### config.mk
export PLATFORM = sky130hd
export DESIGN_NAME = ppdh_dist
export DESIGN_NICKNAME = d
export VERILOG_FILES = /design/src/rtl/ppdh_pkg.sv /design/src/rtl/ppdh_dist.sv
export SDC_FILE = /design/constraint.sdc
export NUM_CORES = 2
export LEC_CHECK = 0
export BUFFER_PORTS_ARGS = -buffer_cell sky130_fd_sc_hd__buf_2
export CAP_MARGIN = 25
export CORE_UTILIZATION = 44
export DETAILED_ROUTE_END_ITERATION = 10
export PLACE_DENSITY = 0.58
export SYNTH_ARGS = -nofsm -noshare
export SYNTH_HDL_FRONTEND = slang
export SYNTH_SLANG_ARGS = --single-unit
### constraint.sdc
create_clock -name clock -period 8.1 [get_ports clock]
set_input_delay 0.405 -clock clock [delete_from_list [all_inputs] [get_ports clock]]
set_output_delay 0.405 -clock clock [all_outputs]
set_load 0.005 [all_outputs]
### src/rtl/ppdh_pkg.sv
// Shared types and constants of the periodic pair-distance histogram.
// No dependencies; used by every other file of the block but ppdh_ram.
package ppdh_pkg;

   localparam int CNT_W   = 48;
   localparam int SLOT_W  = 13;
   localparam int BIN_W   = 4;
   localparam int BOX_W   = 25;
   localparam int SIDE_W  = 4;
   localparam int NBIN_W  = 5;
   localparam int CSR_IDX_W = 2;
   localparam int LBL_W   = 3;
   localparam int NS_W    = 16;

   localparam logic [CNT_W-1:0] CNT_MAX = {CNT_W{1'b1}};

   typedef enum logic [1:0] {
      OP_COUNT  = 2'd0,
      OP_EDGE   = 2'd1,
      OP_BIN_RD = 2'd2,
      OP_SUB_RD = 2'd3
   } op_type;

   typedef enum logic [CSR_IDX_W-1:0] {
      CSR_BOX_LENGTH = 2'd0,
      CSR_SIDE       = 2'd1,
      CSR_BINS       = 2'd2,
      CSR_UNUSED     = 2'd3
   } csr_idx_type;

   typedef enum logic [6:0] {
      ST_CLEAR = 7'b0000001,
      ST_IDLE  = 7'b0000010,
      ST_DIST  = 7'b0000100,
      ST_LOOK  = 7'b0001000,
      ST_ISSUE = 7'b0010000,
      ST_UPD   = 7'b0100000,
      ST_DONE  = 7'b1000000
   } state_type;

   function automatic logic [CNT_W-1:0] bump(input logic [CNT_W-1:0] v);
      bump = (v == CNT_MAX) ? v : v + CNT_W'(1);
   endfunction

endpackage

### src/rtl/ppdh_dist.sv
// Three-stage squared-distance pipeline with periodic minimum-image wrap.
// Depends on ppdh_pkg.
module ppdh_dist #(
   parameter int COORD_BITS = 24,
   localparam int GAP_W = (COORD_BITS > ppdh_pkg::BOX_W) ? COORD_BITS : ppdh_pkg::BOX_W,
   localparam int D2_W  = 2 * GAP_W + 2
) (
   input  logic                       clock,
   input  logic                       reset,
   input  logic                       start,
   input  logic [ppdh_pkg::BOX_W-1:0] box_length,
   input  logic [COORD_BITS-1:0]      first_x,
   input  logic [COORD_BITS-1:0]      first_y,
   input  logic [COORD_BITS-1:0]      first_z,
   input  logic [COORD_BITS-1:0]      second_x,
   input  logic [COORD_BITS-1:0]      second_y,
   input  logic [COORD_BITS-1:0]      second_z,
   output logic                       done,
   output logic [D2_W-1:0]            d2
);
   logic [2:0] vld_ff, vld_in;
   logic [GAP_W-1:0] gx_ff, gy_ff, gz_ff;
   logic [2*GAP_W-1:0] sx_ff, sy_ff, sz_ff;
   logic [D2_W-1:0] d2_ff;

   function automatic logic [GAP_W-1:0] gap(input logic [COORD_BITS-1:0] p,
                                            input logic [COORD_BITS-1:0] q,
                                            input logic [ppdh_pkg::BOX_W-1:0] len);
      logic [GAP_W:0] a;
      logic [GAP_W:0] l;
      a = (p > q) ? (GAP_W+1)'(p - q) : (GAP_W+1)'(q - p);
      l = (GAP_W+1)'(len);
      // wrap when the direct gap exceeds half the box
      if ((a << 1) > l) begin
         a = (a > l) ? a - l : l - a;
      end
      gap = a[GAP_W-1:0];
   endfunction

   assign vld_in = {vld_ff[1:0], start};

   always_ff @(posedge clock) begin
      if (reset) begin
         vld_ff <= '0;
      end else begin
         vld_ff <= vld_in;
      end
   end

   always_ff @(posedge clock) begin
      gx_ff <= gap(first_x, second_x, box_length);
      gy_ff <= gap(first_y, second_y, box_length);
      gz_ff <= gap(first_z, second_z, box_length);
      sx_ff <= gx_ff * gx_ff;
      sy_ff <= gy_ff * gy_ff;
      sz_ff <= gz_ff * gz_ff;
      d2_ff <= D2_W'(sx_ff) + D2_W'(sy_ff) + D2_W'(sz_ff);
   end

   assign done = vld_ff[2];
   assign d2   = d2_ff;
endmodule

==> flow_summary.json <==
{
  "drtIter0Drc": 3516,
  "vias_per_cell": 5.200,
  "grt_antenna_before_repair": 18,
  "ios": 225,
  "die_y_um": 426.0,
  "ys_seq_area_frac": 0.07009,
  "ant_nets": 0,
  "worstMarginPinSlew_ns": 1.169,
  "clk-insertion-delay-late_ns": 0.63,
  "area_growth_pct": 7.755,
  "htree_levels": 2,
  "status": "complete, no violations",
  "clk_pin_slew_ns": 0.06,
  "synth_area_um2": 79120,
  "rsz0062_at_grt": "false",
  "clock_sinks": 277,
  "post_dp_cell_area_um2": 83730,
  "pre_cts_slack_ns": 0.04310,
  "crit_type": "register to register",
  "rows": 155,
  "yosys_warnings": 0,
  "port_buffers": 224,
  "post-route-drc-count": 0,
  "syn_inst": 8991,
  "post_cts_buffers": 0,
  "core_area_um2": 178600,
  "firstDrtPassIters": 6,
  "setup_slack_ns": 0.3306,
  "final_nets": 11793,
  "stdcell_area_um2": 85250,
  "setup_viol": 0,
  "vias": 60203,
  "timing.fmax_mhz": 128.7,
  "die_x_um": 426.0,
  "required_ns": 8.61,
  "finalCoreUtilization": 0.4773,
  "hold_violations": 0,
  "grt-ovfl-total": 0,
  "avgSynthCellArea_um2": 8.800,
  "wire_per_inst_um": 19.13,
  "fin_skew_ns": 0.02818,
  "gp_congestion": 0.9661,
  "slew_viol_final": 0,
  "cts_buffer_depth": 3,
  "cp.arrival_ns": 8.28,
  "cap_violations": 0,
  "synth-seq-cells": 277,
  "die_area_um2": 181500,
  "synth_edf_count": 0,
  "cts_tree": "done",
  "drive_above_1_share": 0.06738,
  "place.detailed.hpwl_mm": 192.2,
  "synthArstFlopShare": 0,
  "initial_core_util": 0.4430,
  "period_share": 0.9592,
  "cts_made_buffers": 40,
  "hp-class": "primary input to register",
  "totalWireLength_mm": 221.4,
  "cts-root-buf": "clkbuf_16",
  "grt_first_pass_wirelength_mm": 351.2,
  "synth_flop_cell": "dfxtp_1",
  "grt_max_degree": 37,
  "crit_fanout": 10,
  "finalCriticalPeriod_ns": 7.769,
  "setup_tns_ns": 0,
  "cp-end-kind": "register",
  "groute.usage.overall": 0.2484,
  "critPathLaunchType": "register",
  "slew_headroom": 0.2104,
  "grt_pass1_vias": 63950,
  "netlist-cell-type-count": 91
}
## stage by stage
step	hold slack, ns	std cells
detailed placement	0.4310	11496
global route	0.3728	11573
floorplan	0.4114	8993
finish	0.3521	11577
CTS	0.3409	11572
global placement	0.4205	11496
## path summary, 6_finish.rpt
path               startpoint   endpoint  slack (ns)  cells after the start
setup / recovery    gx_ff[20]  sx_ff[49]        0.33                     21
hold reg to reg     vld_ff[1]  vld_ff[2]        0.44                      1
setup reg to reg    gx_ff[20]  sx_ff[49]        0.33                     21
hold / removal    second_z[0]   gz_ff[0]        0.35                      3
## cells in the mapped netlist (21+ instances only)
| cell | number | area [um^2] |
|---|---|---|
| o21a_1 | 50 | 375.4 |
| nor3_1 | 51 | 255.2 |
| o21bai_1 | 69 | 518.0 |
| o21ai_0 | 167 | 835.8 |
| a31oi_1 | 47 | 294.0 |
| nor2_1 | 305 | 1145 |
| xor2_1 | 124 | 1086 |
| fa_1 | 1460 | 29230 |
| inv_1 | 2339 | 8780 |
| ha_1 | 976 | 12210 |
| xnor2_1 | 217 | 1901 |
| a21oi_1 | 452 | 2262 |
| o21ai_1 | 21 | 105.1 |
| nand2b_1 | 37 | 231.5 |
| a211oi_1 | 42 | 315.3 |
| dfxtp_1 | 277 | 5545 |
| nor2b_1 | 79 | 494.2 |
| mux2_2 | 23 | 259.0 |
| nand2_1 | 689 | 2586 |
| a21o_1 | 267 | 2004 |
| and2_1 | 377 | 2359 |
| buf_2 | 54 | 270.3 |
| nand3_1 | 80 | 400.4 |
| a221oi_1 | 24 | 210.2 |
| clkbuf_1 | 212 | 795.8 |
| and3_1 | 45 | 281.5 |
| nand4_1 | 60 | 375.4 |
| mux2i_1 | 116 | 1161 |
| o211ai_1 | 28 | 210.2 |
## registers in the layout, indices dropped and copies added, names as in the netlist
name and flops:
d2 52, gx_ff 25, gy_ff 25, gz_ff 25, sx_ff 49, sy_ff 49
sz_ff 49, vld_ff 3
## routing by layer
| metal | share of wire | global-route usage | wire [um] |
|---|---|---|---|
| met4 | 0.036 | 0.07742 | 8006 |
| met1 | 0.42 | 0.3186 | 92370 |
| met3 | 0.047 | 0.02641 | 10440 |
| met2 | 0.50 | 0.4370 | 110500 |
| met5 | 0.00033 | 0 | 73 |
## placed cells by master, fill, tap and decap left out, types with 24 or more instances in the layout
cell	netlist	final
dfxtp_2	0	28
clkbuf_16	0	40
a221oi_1	24	24
nor3_1	51	51
o21bai_1	69	69
a21o_1	267	267
nand2b_1	37	37
nand4_1	60	60
and3_1	45	45
nor2_1	305	303
a21oi_1	452	451
buf_4	6	191
fa_1	1460	1460
nand3_1	80	80
mux2i_1	116	116
o21ai_0	167	167
and2_1	377	377
o21a_1	50	50
ha_1	976	976
a211oi_1	42	41
xor2_1	124	124
o211ai_1	28	28
dfxtp_1	277	249
inv_1	2339	2339
nand2_1	689	689
xnor2_1	217	217
a31oi_1	47	45
buf_2	54	224
nor2b_1	79	79
## area by class of cell
cell class / instances / area [um^2]
Clock inverter: 29 / 349.1
Clock buffer: 45 / 1060
Multi-Input combinational cell: 6097 / 63710
Sequential cell: 277 / 5580
Antenna cell: 5 / 12.51
Timing Repair Buffer: 430 / 2818
Tap cell: 2355 / 2947
Fill cell: 17417 / 93360
Inverter: 2339 / 8780
## worst max-delay path, cell delays in order (launching register included)
cell and delay (ns):
dfxtp_1 0.67, inv_1 0.19, nor2_1 0.21, fa_1 0.48, fa_1 0.52, fa_1 0.55, inv_1 0.05, fa_1 0.55
inv_1 0.08, fa_1 0.50, fa_1 0.57, fa_1 0.45, ha_1 0.37, nand2_1 0.10, or4_1 0.50, a311o_1 0.35
and3_1 0.23, o31ai_1 0.33, nand3_1 0.25, o31ai_2 0.38, nand4_1 0.12, and4_1 0.21
## timing repair
item / in CTS / in global routing
gates resized for setup: 2 / 35
endpoints found under the hold margin: 3 / 0
endpoints found under the setup margin: 2 / 17
hold buffers: 2 / 0
## logic make-up (layout without fill, tap and decap cells)
kind of cell             after synthesis  count (layout)  synth area share
adder cells (fa/ha/maj)             2436            2436            0.5238
multiplexers                         148             148           0.01947
other                                  1               8        0.00004740
XOR/XNOR                             341             341           0.03775
AO/OA/AOI/OAI                       1353            1353            0.1117
flip-flops                           277             277           0.07009
AND/OR/NAND/NOR                     1816            1816            0.1116
buffers and inverters               2619            2843            0.1256
Power is not shown: default switching activity piles up to over one toggle a cycle in this logic, so the estimate is an artifact.
