### config.mk
export PLATFORM = sky130hd
export DESIGN_NAME = ppdh_ram
export DESIGN_NICKNAME = d
export VERILOG_FILES = /design/src/rtl/ppdh_ram.sv
export SDC_FILE = /design/constraint.sdc
export NUM_CORES = 1
export LEC_CHECK = 0
export ABC_AREA = 1
export ABC_CLOCK_PERIOD_IN_PS = 3800
export BUFFER_PORTS_ARGS = -buffer_cell sky130_fd_sc_hd__buf_4
export CAP_MARGIN = 10
export CORE_UTILIZATION = 52
export CTS_BUF_LIST = sky130_fd_sc_hd__clkbuf_16
export DETAILED_ROUTE_END_ITERATION = 10
export PLACE_DENSITY_LB_ADDON = 0.25
export SLEW_MARGIN = 20
export SYNTH_ARGS = -nofsm -noshare
export SYNTH_HDL_FRONTEND = slang
export SYNTH_SLANG_ARGS = --single-unit
### constraint.sdc
create_clock -name clock -period 3.8 [get_ports clock]
set_clock_uncertainty 0.15 [all_clocks]
set_input_delay 0.19 -clock clock [delete_from_list [all_inputs] [get_ports clock]]
set_output_delay 0.19 -clock clock [all_outputs]
set_load 0.02 [all_outputs]
### src/rtl/ppdh_ram.sv
// Generic single-write, single-read RAM with registered read data.
// No dependencies.
module ppdh_ram #(
   parameter int WIDTH = 48,
   parameter int DEPTH = 16,
   localparam int AW = (DEPTH > 1) ? $clog2(DEPTH) : 1
) (
   input  logic             clock,
   input  logic             we,
   input  logic [AW-1:0]    waddr,
   input  logic [WIDTH-1:0] wdata,
   input  logic [AW-1:0]    raddr,
   output logic [WIDTH-1:0] rdata
);
   logic [WIDTH-1:0] mem [DEPTH];
   logic [WIDTH-1:0] rdata_ff;

   always_ff @(posedge clock) begin
      if (we) begin
         mem[waddr] <= wdata;
      end
      rdata_ff <= mem[raddr];
   end

   assign rdata = rdata_ff;
endmodule

==> run metrics, run 1 <==
outcome=completed; Logic pwr share=6.7%; setup TNS=0 ns; sequential fraction of the synthesis area=70.68%; Root Driver=clkbuf_16; Worst R2R Start=mem[3][34]; site row count=93; Initial Utilization=52.73%; Ys Warns=0; Crit-path slowest cell=clkinv_8; CP startpoint kind=input port; Pwr Total=18.94 mW; number of fill cells in the layout=5,134; RSZ-0062 raised after global routing=no; DRT antenna net count=0; Crit Path Class=in2reg; Register Area=24,020 um^2; reg-to-reg slack, setup=2.49 ns; worst-case hold path end point=rdata[5]; PD cells=493.5 nW/um^2; Slew headroom=23.79%; P_sw=4.146 mW; gr usage total=24.19%; Seq cells post-synth=816; Worst VDD drop=0.3241 mV; switch share=21.89%; die height=257.7 um; Worst path max stage delay=0.58 ns; Routed WL=79,660 um; cell mode on critical path=nand2_1; cells on worst reg2reg path=6; 1st-iter DRT viols=2,167; synthesized cell area=33,990 um^2; # clock sinks=816; final max-slew violation count=0; post-layout util=59.53%; area delta synth->final=12.90%; Fin. Hold Viols=0; WP data arrival=2.37 ns; Final period util=53.22%; RR Endpoint=rdata[34]; CP endpoint kind=flip-flop; Final min period=2.022 ns; leakage power=16.42 nW; first-pass GRT wire length=122,900 um; routed len/inst=18.98 um; CTS tree=done; cts bufs inserted=81; DR vias/cell=5.233; Crit Path Max Fanout=156; crit-path cells=buf_8, clkinv_8, buf_4, nand2_1, nand2_1, nand2_1, nand3_1, nand3_1, nand2_1; Synth top area share=67.85%; CTS max path bufs=3; Max Cap Violations=0; ranking of synthesized cells by area=edfxtp_1 68%, nand2_1 11%, nand3_1 8.5%; share of cells above drive strength 1=7.929%; internal power=14.79 mW; buffers and inverters on the worst path=3; Die X=257.7 um; Top Ports=106; Worst Hold Class=in2reg; postcts setup bufs=0; Post-Syn Nets=3,223; Fmax=494.5 MHz; Tightest Pin Transition=1.143 ns; placed wire-length estimate=38,190 um; port bufs=105; clock power share=39.8%; Clock Latency Late Sink=0.62 ns; multi-input logic area=6889 um^2; nets@finish=3,340; synthesized area per cell=10.74 um^2; required time of the critical path=4.15 ns; hold depth=4; family with the most delay on the worst path=buffers and inverters; Placed Cells incl. Taps=4,006; die area=66,390 um^2; drt pass-1 iters=5; Synth cell types=15; H-tree depth=3; gp weighted congestion=0.7638; grt total ovfl=0; Remaining DRCs=0; Vias=21,970; largest net degree at the start of global routing=193; Crit path depth=9; Final setup viols=0; post-CTS sizing=0; Yosys top cell by area=edfxtp_1; sequential share of power=53.5%; clock-pin slew on the worst setup and hold paths=0.06 ns; cts hold-fix bufs=48; hold_sp=raddr[3]; initial antenna violation count=3; vias in the first global route=21,630; Mapped Cells=3,165; final std cells w/o fill=4,198; total core area=64,460 um^2
[worst reg2reg max path, delay by kind of cell, from the launching register on]
kind,cells,cell delay [ns]
buf+inv,1,0.06
simple gates,5,0.59
flops,1,0.37
[layout by cell type, fill, tap and decap left out, types with 2 or more instances in the layout]
cell type	Yosys	layout
inv_6	0	4
buf_12	0	10
inv_1	580	603
bufinv_16	0	6
clkbuf_16	0	83
nand3_1	577	577
dlygate4sd3_1	0	48
nor2_4	0	16
dfxtp_1	48	48
nand2_1	1013	1013
edfxtp_1	768	768
nand3b_1	2	2
clkinv_1	0	17
clkinv_2	0	9
buf_4	12	132
[power groups by stage]
stage	combinational (mW)	sequential [mW]	clock, mW
2_1_floorplan	0.677	10.4	0
3_3_place_gp	1.19	10.3	0
3_5_place_dp	1.22	10.3	0
4_1_cts	1.27	10.1	7.66
5_1_grt	1.39	10.1	7.99
6_report	1.26	10.1	7.54
[cell usage after synthesis]
library cell / n
buf_1: 7
buf_2: 78
buf_4: 12
buf_6: 35
buf_8: 1
clkbuf_1: 25
dfxtp_1: 48
edfxtp_1: 768
inv_1: 580
inv_2: 1
inv_4: 1
nand2_1: 1013
nand3_1: 577
nand3b_1: 2
nor2_1: 17
[cells by family (layout without fill, tap and decap cells)]
group | after synthesis | after routing | share of synthesized area (%)
and+or+nand+nor | 1609 | 1609 | 19.92
other | 0 | 1 | 0
buffers and inverters | 740 | 917 | 9.405
DFF | 816 | 816 | 70.68
[stage by stage]
step / cell area, um^2 / hold WS, ns / setup WS, ns
2_1_floorplan: 33990 / 0.1389 / 0.7742
3_3_place_gp: 35400 / 0.3269 / 1.249
3_5_place_dp: 35400 / 0.3374 / 1.231
4_1_cts: 38370 / 0.01441 / 1.862
5_1_grt: 38370 / 0.04459 / 1.632
6_report: 38370 / 0.05084 / 1.778
[worst max-delay path by stage]
stage / from / endpoint / slack (ns)
after global placement: raddr[0] / rdata[44] / 1.25
final: raddr[0] / rdata[41] / 1.78
after detailed placement: raddr[0] / rdata[8] / 1.23
after floorplan: waddr[2] / mem[10][0] / 0.77
after CTS: raddr[0] / rdata[8] / 1.86
after global routing: raddr[0] / rdata[44] / 1.63
[per-layer routing]
layer	share of wire (%)	vias up	GRT usage (%)	wire length [um]
met5	0.029	-	0	23
met4	2.0	4	7.265	1585
met3	8.0	117	3.887	6389
met2	47	850	39.32	37720
met1	43	10560	33.71	33940
li1	-	10440	-	-
[layout make-up]
cell class	instances	share of cell area (%)
antenna	1	0.006521
clock buffer	83	5.413
clock inverter	60	1.066
inverter	582	5.745
multi-input combinational	1609	17.95
sequential	816	62.60
tap	855	2.788
timing repair buffer	192	4.425
[sequential cells by signal, summed over array words and instances (netlist names)]
register,flops
mem,768
rdata,48
Power figures use the tool's default switching activity.
==> run 2: changes to the inputs <==
- ABC_AREA: 1 -> 0
- ABC_CLOCK_PERIOD_IN_PS: 3800 -> 1850
- clock period: 3.8 -> 1.85 ns (I/O delays scaled with it)
==> run metrics, run 2 <==
Largest register FFs=768 (unchanged); Yosys top cell by area=edfxtp_1; share of cells above drive strength 1=32.93% (+25 points); Clock Latency Late Sink=0.61 ns (about the same); ranking of synthesized cells by area=edfxtp_1 78%, mux4_2 15%, dfxtp_1 3.2%; grt total ovfl=0 (unchanged); sequential share of power=53.2% (-0.3 points); most common library cells after synthesis=768 x edfxtp_1, 192 x mux4_2, 96 x a22oi_1; Ys Warns=0 (unchanged); most frequent cells in the layout=768 x edfxtp_1, 192 x mux4_2, 147 x buf_4, 95 x a22oi_1, 84 x clkbuf_16; gr usage total=22.43% (-1.8 points); worst-case hold path end point=rdata[15]; Vias=13,910 (-37%); synthesized cell area=29,690 um^2 (-13%); Synth top area share=77.66% (+9.8 points); die area=58,060 um^2 (-13%); gp weighted congestion=0.7129 (-6.7%); Crit Path Class=in2reg; DRT antenna net count=0 (unchanged); Routed WL=62,760 um (-21%); initial antenna violation count=4 (+1); Mapped Cells=1,242 (-61%); reg-to-reg slack, setup=0.33 ns (-2.16 ns); Post-Syn Nets=1,300 (-60%); hold depth=5 (+1); required time of the critical path=2.20 ns (-1.95 ns); H-tree depth=3 (unchanged); placed wire-length estimate=32,850 um (-14%); drt pass-1 iters=5 (unchanged); Seq cells post-synth=816 (unchanged); cells on worst reg2reg path=3 (-3); Initial Utilization=52.66% (-0.062 points); worst hold margin=0.04088 ns (-0.009954 ns); DR vias/cell=5.951 (+14%); switch share=20.35% (-1.5 points); RSZ-0062 raised after global routing=no; total core area=56,390 um^2 (-13%); CP endpoint kind=flip-flop; largest net degree at the start of global routing=49 (-75%); Tightest Pin Transition=0.4374 ns (-0.7057 ns); Final min period=1.756 ns; P_sw=7.966 mW (+92%); sequential fraction of the synthesis area=80.90% (+10 points); Slew headroom=70.84% (+47 points); first-pass GRT wire length=92,570 um (-25%); CTS max path bufs=3 (unchanged); die height=241.0 um (-6.5%); commonest non-fill, non-tap cell in the layout=edfxtp_1; WP data arrival=2.11 ns (-0.26 ns); # clock sinks=816 (unchanged); 1st-iter DRT viols=1,318 (-39%); CTS tree=done; Remaining DRCs=0 (unchanged); site row count=87 (-6.5%); Final setup viols=0 (unchanged); Max Cap Violations=0 (unchanged); outcome=completed; Fin. Hold Viols=0 (unchanged); ys flop type=edfxtp_1; Logic pwr share=5.8% (-0.9 points); PD cells=1093 nW/um^2 (+120%); Top Ports=106 (unchanged); clock-pin slew on the worst setup and hold paths=0.06 ns (about the same); most common cell in the synthesized netlist=edfxtp_1; EDFF count, synth=768 (unchanged); Crit Path Max Fanout=20 (-87%); Fmax=569.4 MHz; Largest Register=mem; leakage power=11.76 nW (-28%); CP startpoint kind=input port; Root Driver=clkbuf_16; fin area=35,800 um^2 (-6.7%); RR Endpoint=rdata[39]; Area after DPL=32,510 um^2 (-8.2%); Worst Hold Class=in2reg; Synth cell types=17 (+2); nets@finish=1,572 (-53%); cts bufs inserted=81 (unchanged); clock power share=41.0% (+1.2 points); area delta synth->final=20.55%; Worst VDD drop=0.7514 mV (+130%); synthesized area per cell=23.91 um^2 (+120%); Worst R2R Start=mem[10][39]; hold_sp=raddr[3]; final max-slew violation count=0 (unchanged); Final period util=94.92%; internal power=31.17 mW (+110%); routed len/inst=26.86 um (+42%); vias in the first global route=14,470 (-33%); port bufs=105 (unchanged); Die X=241.0 um (-6.5%); Post-synth ARST share=0% (unchanged)
[run 2: stage by stage]
step	setup TNS [ns]	total power [mW]	utilization, %	worst slack, ns	std cells
floorplan	-109.72	22.30	-	-0.4810	1242
global placement	0	23.30	57.66	0.04769	2121
detailed placement	0	23.36	57.66	0.04677	2121
CTS	0	39.40	63.26	0.06585	2323
global route	0	40.29	63.48	0.001468	2337
finish	0	39.13	63.48	0.09389	2337
[run 2: worst max-delay path, cell delays in order]
cell and delay, ns:
dlygate4sd3_1 0.59, buf_12 0.20, buf_16 0.22, buf_4 0.19, mux4_2 0.50, a22oi_1 0.20
nand2_1 0.08
[run 2: layer usage]
metal	GRT usage [%]	part of all wire, %	up-vias
met5	0	0.038	-
met4	6.751	2.0	4
met3	3.500	6.1	95
met2	35.83	49	475
met1	32.36	43	7455
li1	-	-	5879
[run 2: layout make-up]
type                       instances  area, um^2
sequential                       816       24020
fill                            3767       20590
multi-input combinational        363        5537
timing repair buffer             252        2665
clock buffer                      84        2102
tap                              756       945.9
clock inverter                    64       518.0
antenna                            2       5.005
[run 2: cells by family after synthesis]
group / count (synthesis) / share of synthesized area, %
AOI/OAI and AO/OA: 96 / 2.427
buffers and inverters: 63 / 1.058
DFF: 816 / 80.90
muxes: 192 / 14.56
and+or+nand+nor: 75 / 1.053
[run 2: how the worst max path moves through the flow]
stage	cells after the start	start	slack (ns)	endpoint
2_1_floorplan	2	waddr[2]	-0.48	mem[0][0]
3_3_place_gp	6	raddr[0]	0.05	rdata[33]
3_5_place_dp	6	raddr[0]	0.05	rdata[33]
4_1_cts	7	raddr[0]	0.07	rdata[33]
5_1_grt	6	raddr[0]	0.001	rdata[13]
6_report	7	raddr[0]	0.09	rdata[38]
[run 2: power by group through the flow]
| stage | combinational [mW] | sequential (mW) | clock [mW] |
|---|---|---|---|
| 2_1_floorplan | 0.999 | 21.3 | 0 |
| 3_3_place_gp | 2.12 | 21.2 | 0 |
| 3_5_place_dp | 2.16 | 21.2 | 0 |
| 4_1_cts | 2.26 | 20.8 | 16.3 |
| 5_1_grt | 2.43 | 20.8 | 17.0 |
| 6_report | 2.26 | 20.8 | 16.1 |
[run 2: what timing repair did]
item	CTS	global route
resized for setup	0	5
buffers inserted	0	12
endpoints found under the setup margin	0	4
hold buffers	54	0
hold endpoints to repair	905	0
==> run 3: changes to the inputs <==
- CORE_UTILIZATION: 52 -> 55
==> run metrics, run 3 (synthesized netlist as in run 2, its figures left out) <==
outcome=completed; cells on worst reg2reg path=3 (unchanged); CP Capture Point=mem[12][31]; Crit Path Max Fanout=4 (-80%); Clock Latency Late Sink=0.61 ns (about the same); final std cells w/o fill=2,250 (-3.7%); clock-pin slew on the worst setup and hold paths=0.06 ns (about the same); Max Cap Violations=0 (unchanged); gr usage total=23.45% (+1.0 points); PD cells=1091 nW/um^2 (-0.18%); leakage power=11.66 nW (-0.89%); Crit-path slowest cell=dlygate4sd3_1; WP data arrival=1.92 ns (-0.19 ns); placed wire-length estimate=32,880 um (about the same); die area=54,920 um^2 (-5.4%); Top Ports=106 (unchanged); # clock sinks=816 (unchanged); Vias=13,850 (-0.43%); Remaining DRCs=0 (unchanged); gp weighted congestion=0.7267 (+1.9%); clock power share=40.5% (-0.5 points); commonest non-fill, non-tap cell in the layout=edfxtp_1; Worst R2R Start=mem[3][11]; switch share=20.60% (+0.24 points); RR Endpoint=rdata[11]; most frequent cells in the layout=768 x edfxtp_1, 192 x mux4_2, 131 x buf_4, 96 x a22oi_1, 84 x clkbuf_16; final max-slew violation count=0 (unchanged); GR peak layer=met2; family with the most delay on the worst path=buffers and inverters; required time of the critical path=2.01 ns (-0.19 ns); Worst Hold Class=in2reg; met1 Use GR=34.43% (+2.1 points); Crit Path Class=in2reg; largest net degree at the start of global routing=49 (unchanged); vias in the first global route=14,400 (-0.50%); Final period util=95.18% (+0.26 points); CTS max path bufs=3 (unchanged); Largest register FFs=768 (unchanged); H-tree depth=3 (unchanged); number of fill cells in the layout=3,325 (-12%); reg-to-reg slack, setup=0.29 ns (-0.04 ns); Placed Cells incl. Taps=2,048 (-3.4%); Critical Path Source=waddr[0]; worst hold margin=0.01849 ns (-0.02240 ns); P_sw=7.973 mW (about the same); Slew headroom=71.58% (+0.74 points); CTS tree=done; GR Util met2=36.98% (+1.2 points); CP startpoint kind=input port; Root Driver=clkbuf_16; DRT antenna net count=0 (unchanged); Fin. Hold Viols=0 (unchanged); RSZ-0062 raised after global routing=no; hold_sp=waddr[3]; Die X=234.4 um (-2.7%); routed len/inst=27.39 um (+2.0%); sequential share of power=53.7% (+0.5 points); total core area=52,970 um^2 (-6.1%); buffers and inverters on the worst path=4 (unchanged); met3 Use GR=4.098% (+0.60 points); Final setup viols=0 (unchanged); Worst VDD drop=1.076 mV (+43%); internal power=30.74 mW (-1.4%); drt pass-1 iters=5 (unchanged); Crit path depth=5 (-2); 1st-iter DRT viols=1,329 (+0.83%); site row count=84 (-3.4%); Initial Utilization=56.06% (+3.4 points); Register Area=24,020 um^2 (unchanged); Routed WL=61,620 um (-1.8%); share of cells above drive strength 1=32.56% (-0.37 points); cts bufs inserted=79 (-2.5%); grt total ovfl=0 (unchanged); die height=234.4 um (-2.7%); Fmax=567.9 MHz (-0.27%); area delta synth->final=19.47%; first-pass GRT wire length=91,730 um (-0.91%); crit-path cells=dlygate4sd3_1, buf_4, buf_4, nor3_4, dlygate4sd3_1; multi-input logic area=5532 um^2 (about the same); initial antenna violation count=2 (-2); setup TNS=0 ns (unchanged); Logic pwr share=5.8% (about the same); CP endpoint kind=flip-flop; nets@finish=1,551 (-1.3%); Worst path max stage delay=0.64 ns (+0.05 ns); DR vias/cell=6.155 (+3.4%); Final min period=1.761 ns (+0.004813 ns); Largest Register=mem; port bufs=105 (unchanged); Tightest Pin Transition=0.4263 ns (-0.01117 ns)
-- run 3: cell types whose count changed in the layout (fill, tap and decap cells not counted), moves of 2 or more --
cell,delta
clkinv_1,-10
dlygate4sd3_1,-2
clkinv_2,+6
buf_16,-2
inv_1,+4
bufinv_16,-3
clkinv_4,+2
buf_4,-16
-- run 3: worst min path at each step --
stage	cells past startpoint	endpoint	slack, ns
after floorplan	0	mem[0][0]	0.04
after global placement	1	mem[14][36]	0.23
after detailed placement	1	mem[12][29]	0.24
after CTS	5	rdata[45]	0.01
after global routing	4	mem[10][35]	0.03
final	4	mem[10][35]	0.02
-- run 3: final cells by class --
class | count | share of cell area (%)
clock inverter | 64 | 1.298
multi-input combinational | 363 | 15.59
tap | 688 | 2.426
clock buffer | 84 | 5.925
sequential | 816 | 67.72
timing repair buffer | 233 | 7.029
antenna | 2 | 0.01411
-- run 3: metrics by stage --
stage / worst slack, ns / util, % / power, mW / instance area [um^2]
finish: 0.08908 / 66.97 / 38.71 / 35480
global route: 0.06248 / 66.97 / 39.88 / 35470
CTS: 0.1264 / 66.96 / 39.04 / 35470
detailed placement: -0.02906 / 61.14 / 23.35 / 32390
global placement: -0.02006 / 61.14 / 23.29 / 32390
floorplan: -0.4810 / - / 22.30 / 29830
-- run 3: tightest hold or removal path: stages --
cell      delay [ns]
buf_4           0.13
nand3b_1        0.10
buf_4           0.18
nor2_4          0.10
-- run 3: power groups by stage --
stage	logic (mW)	clock network, mW	registers [mW]
5_1_grt	2.38	16.7	20.8
6_report	2.23	15.7	20.8
4_1_cts	2.26	16.0	20.8
3_5_place_dp	2.15	0	21.2
3_3_place_gp	2.12	0	21.2
2_1_floorplan	0.999	0	21.3
-- run 3: timing repair --
item                                   CTS  global route
hold buffers                            52             0
endpoints found under the hold margin  871             0
resized for setup                        0             0
buffers inserted                         0             0
-- run 3: routing by layer --
| layer | vias up | share of wire (%) |
|---|---|---|
| li1 | 5827 | - |
| met1 | 7415 | 42 |
| met2 | 530 | 49 |
| met3 | 74 | 6.8 |
| met4 | 2 | 1.6 |
| met5 | - | 0.016 |
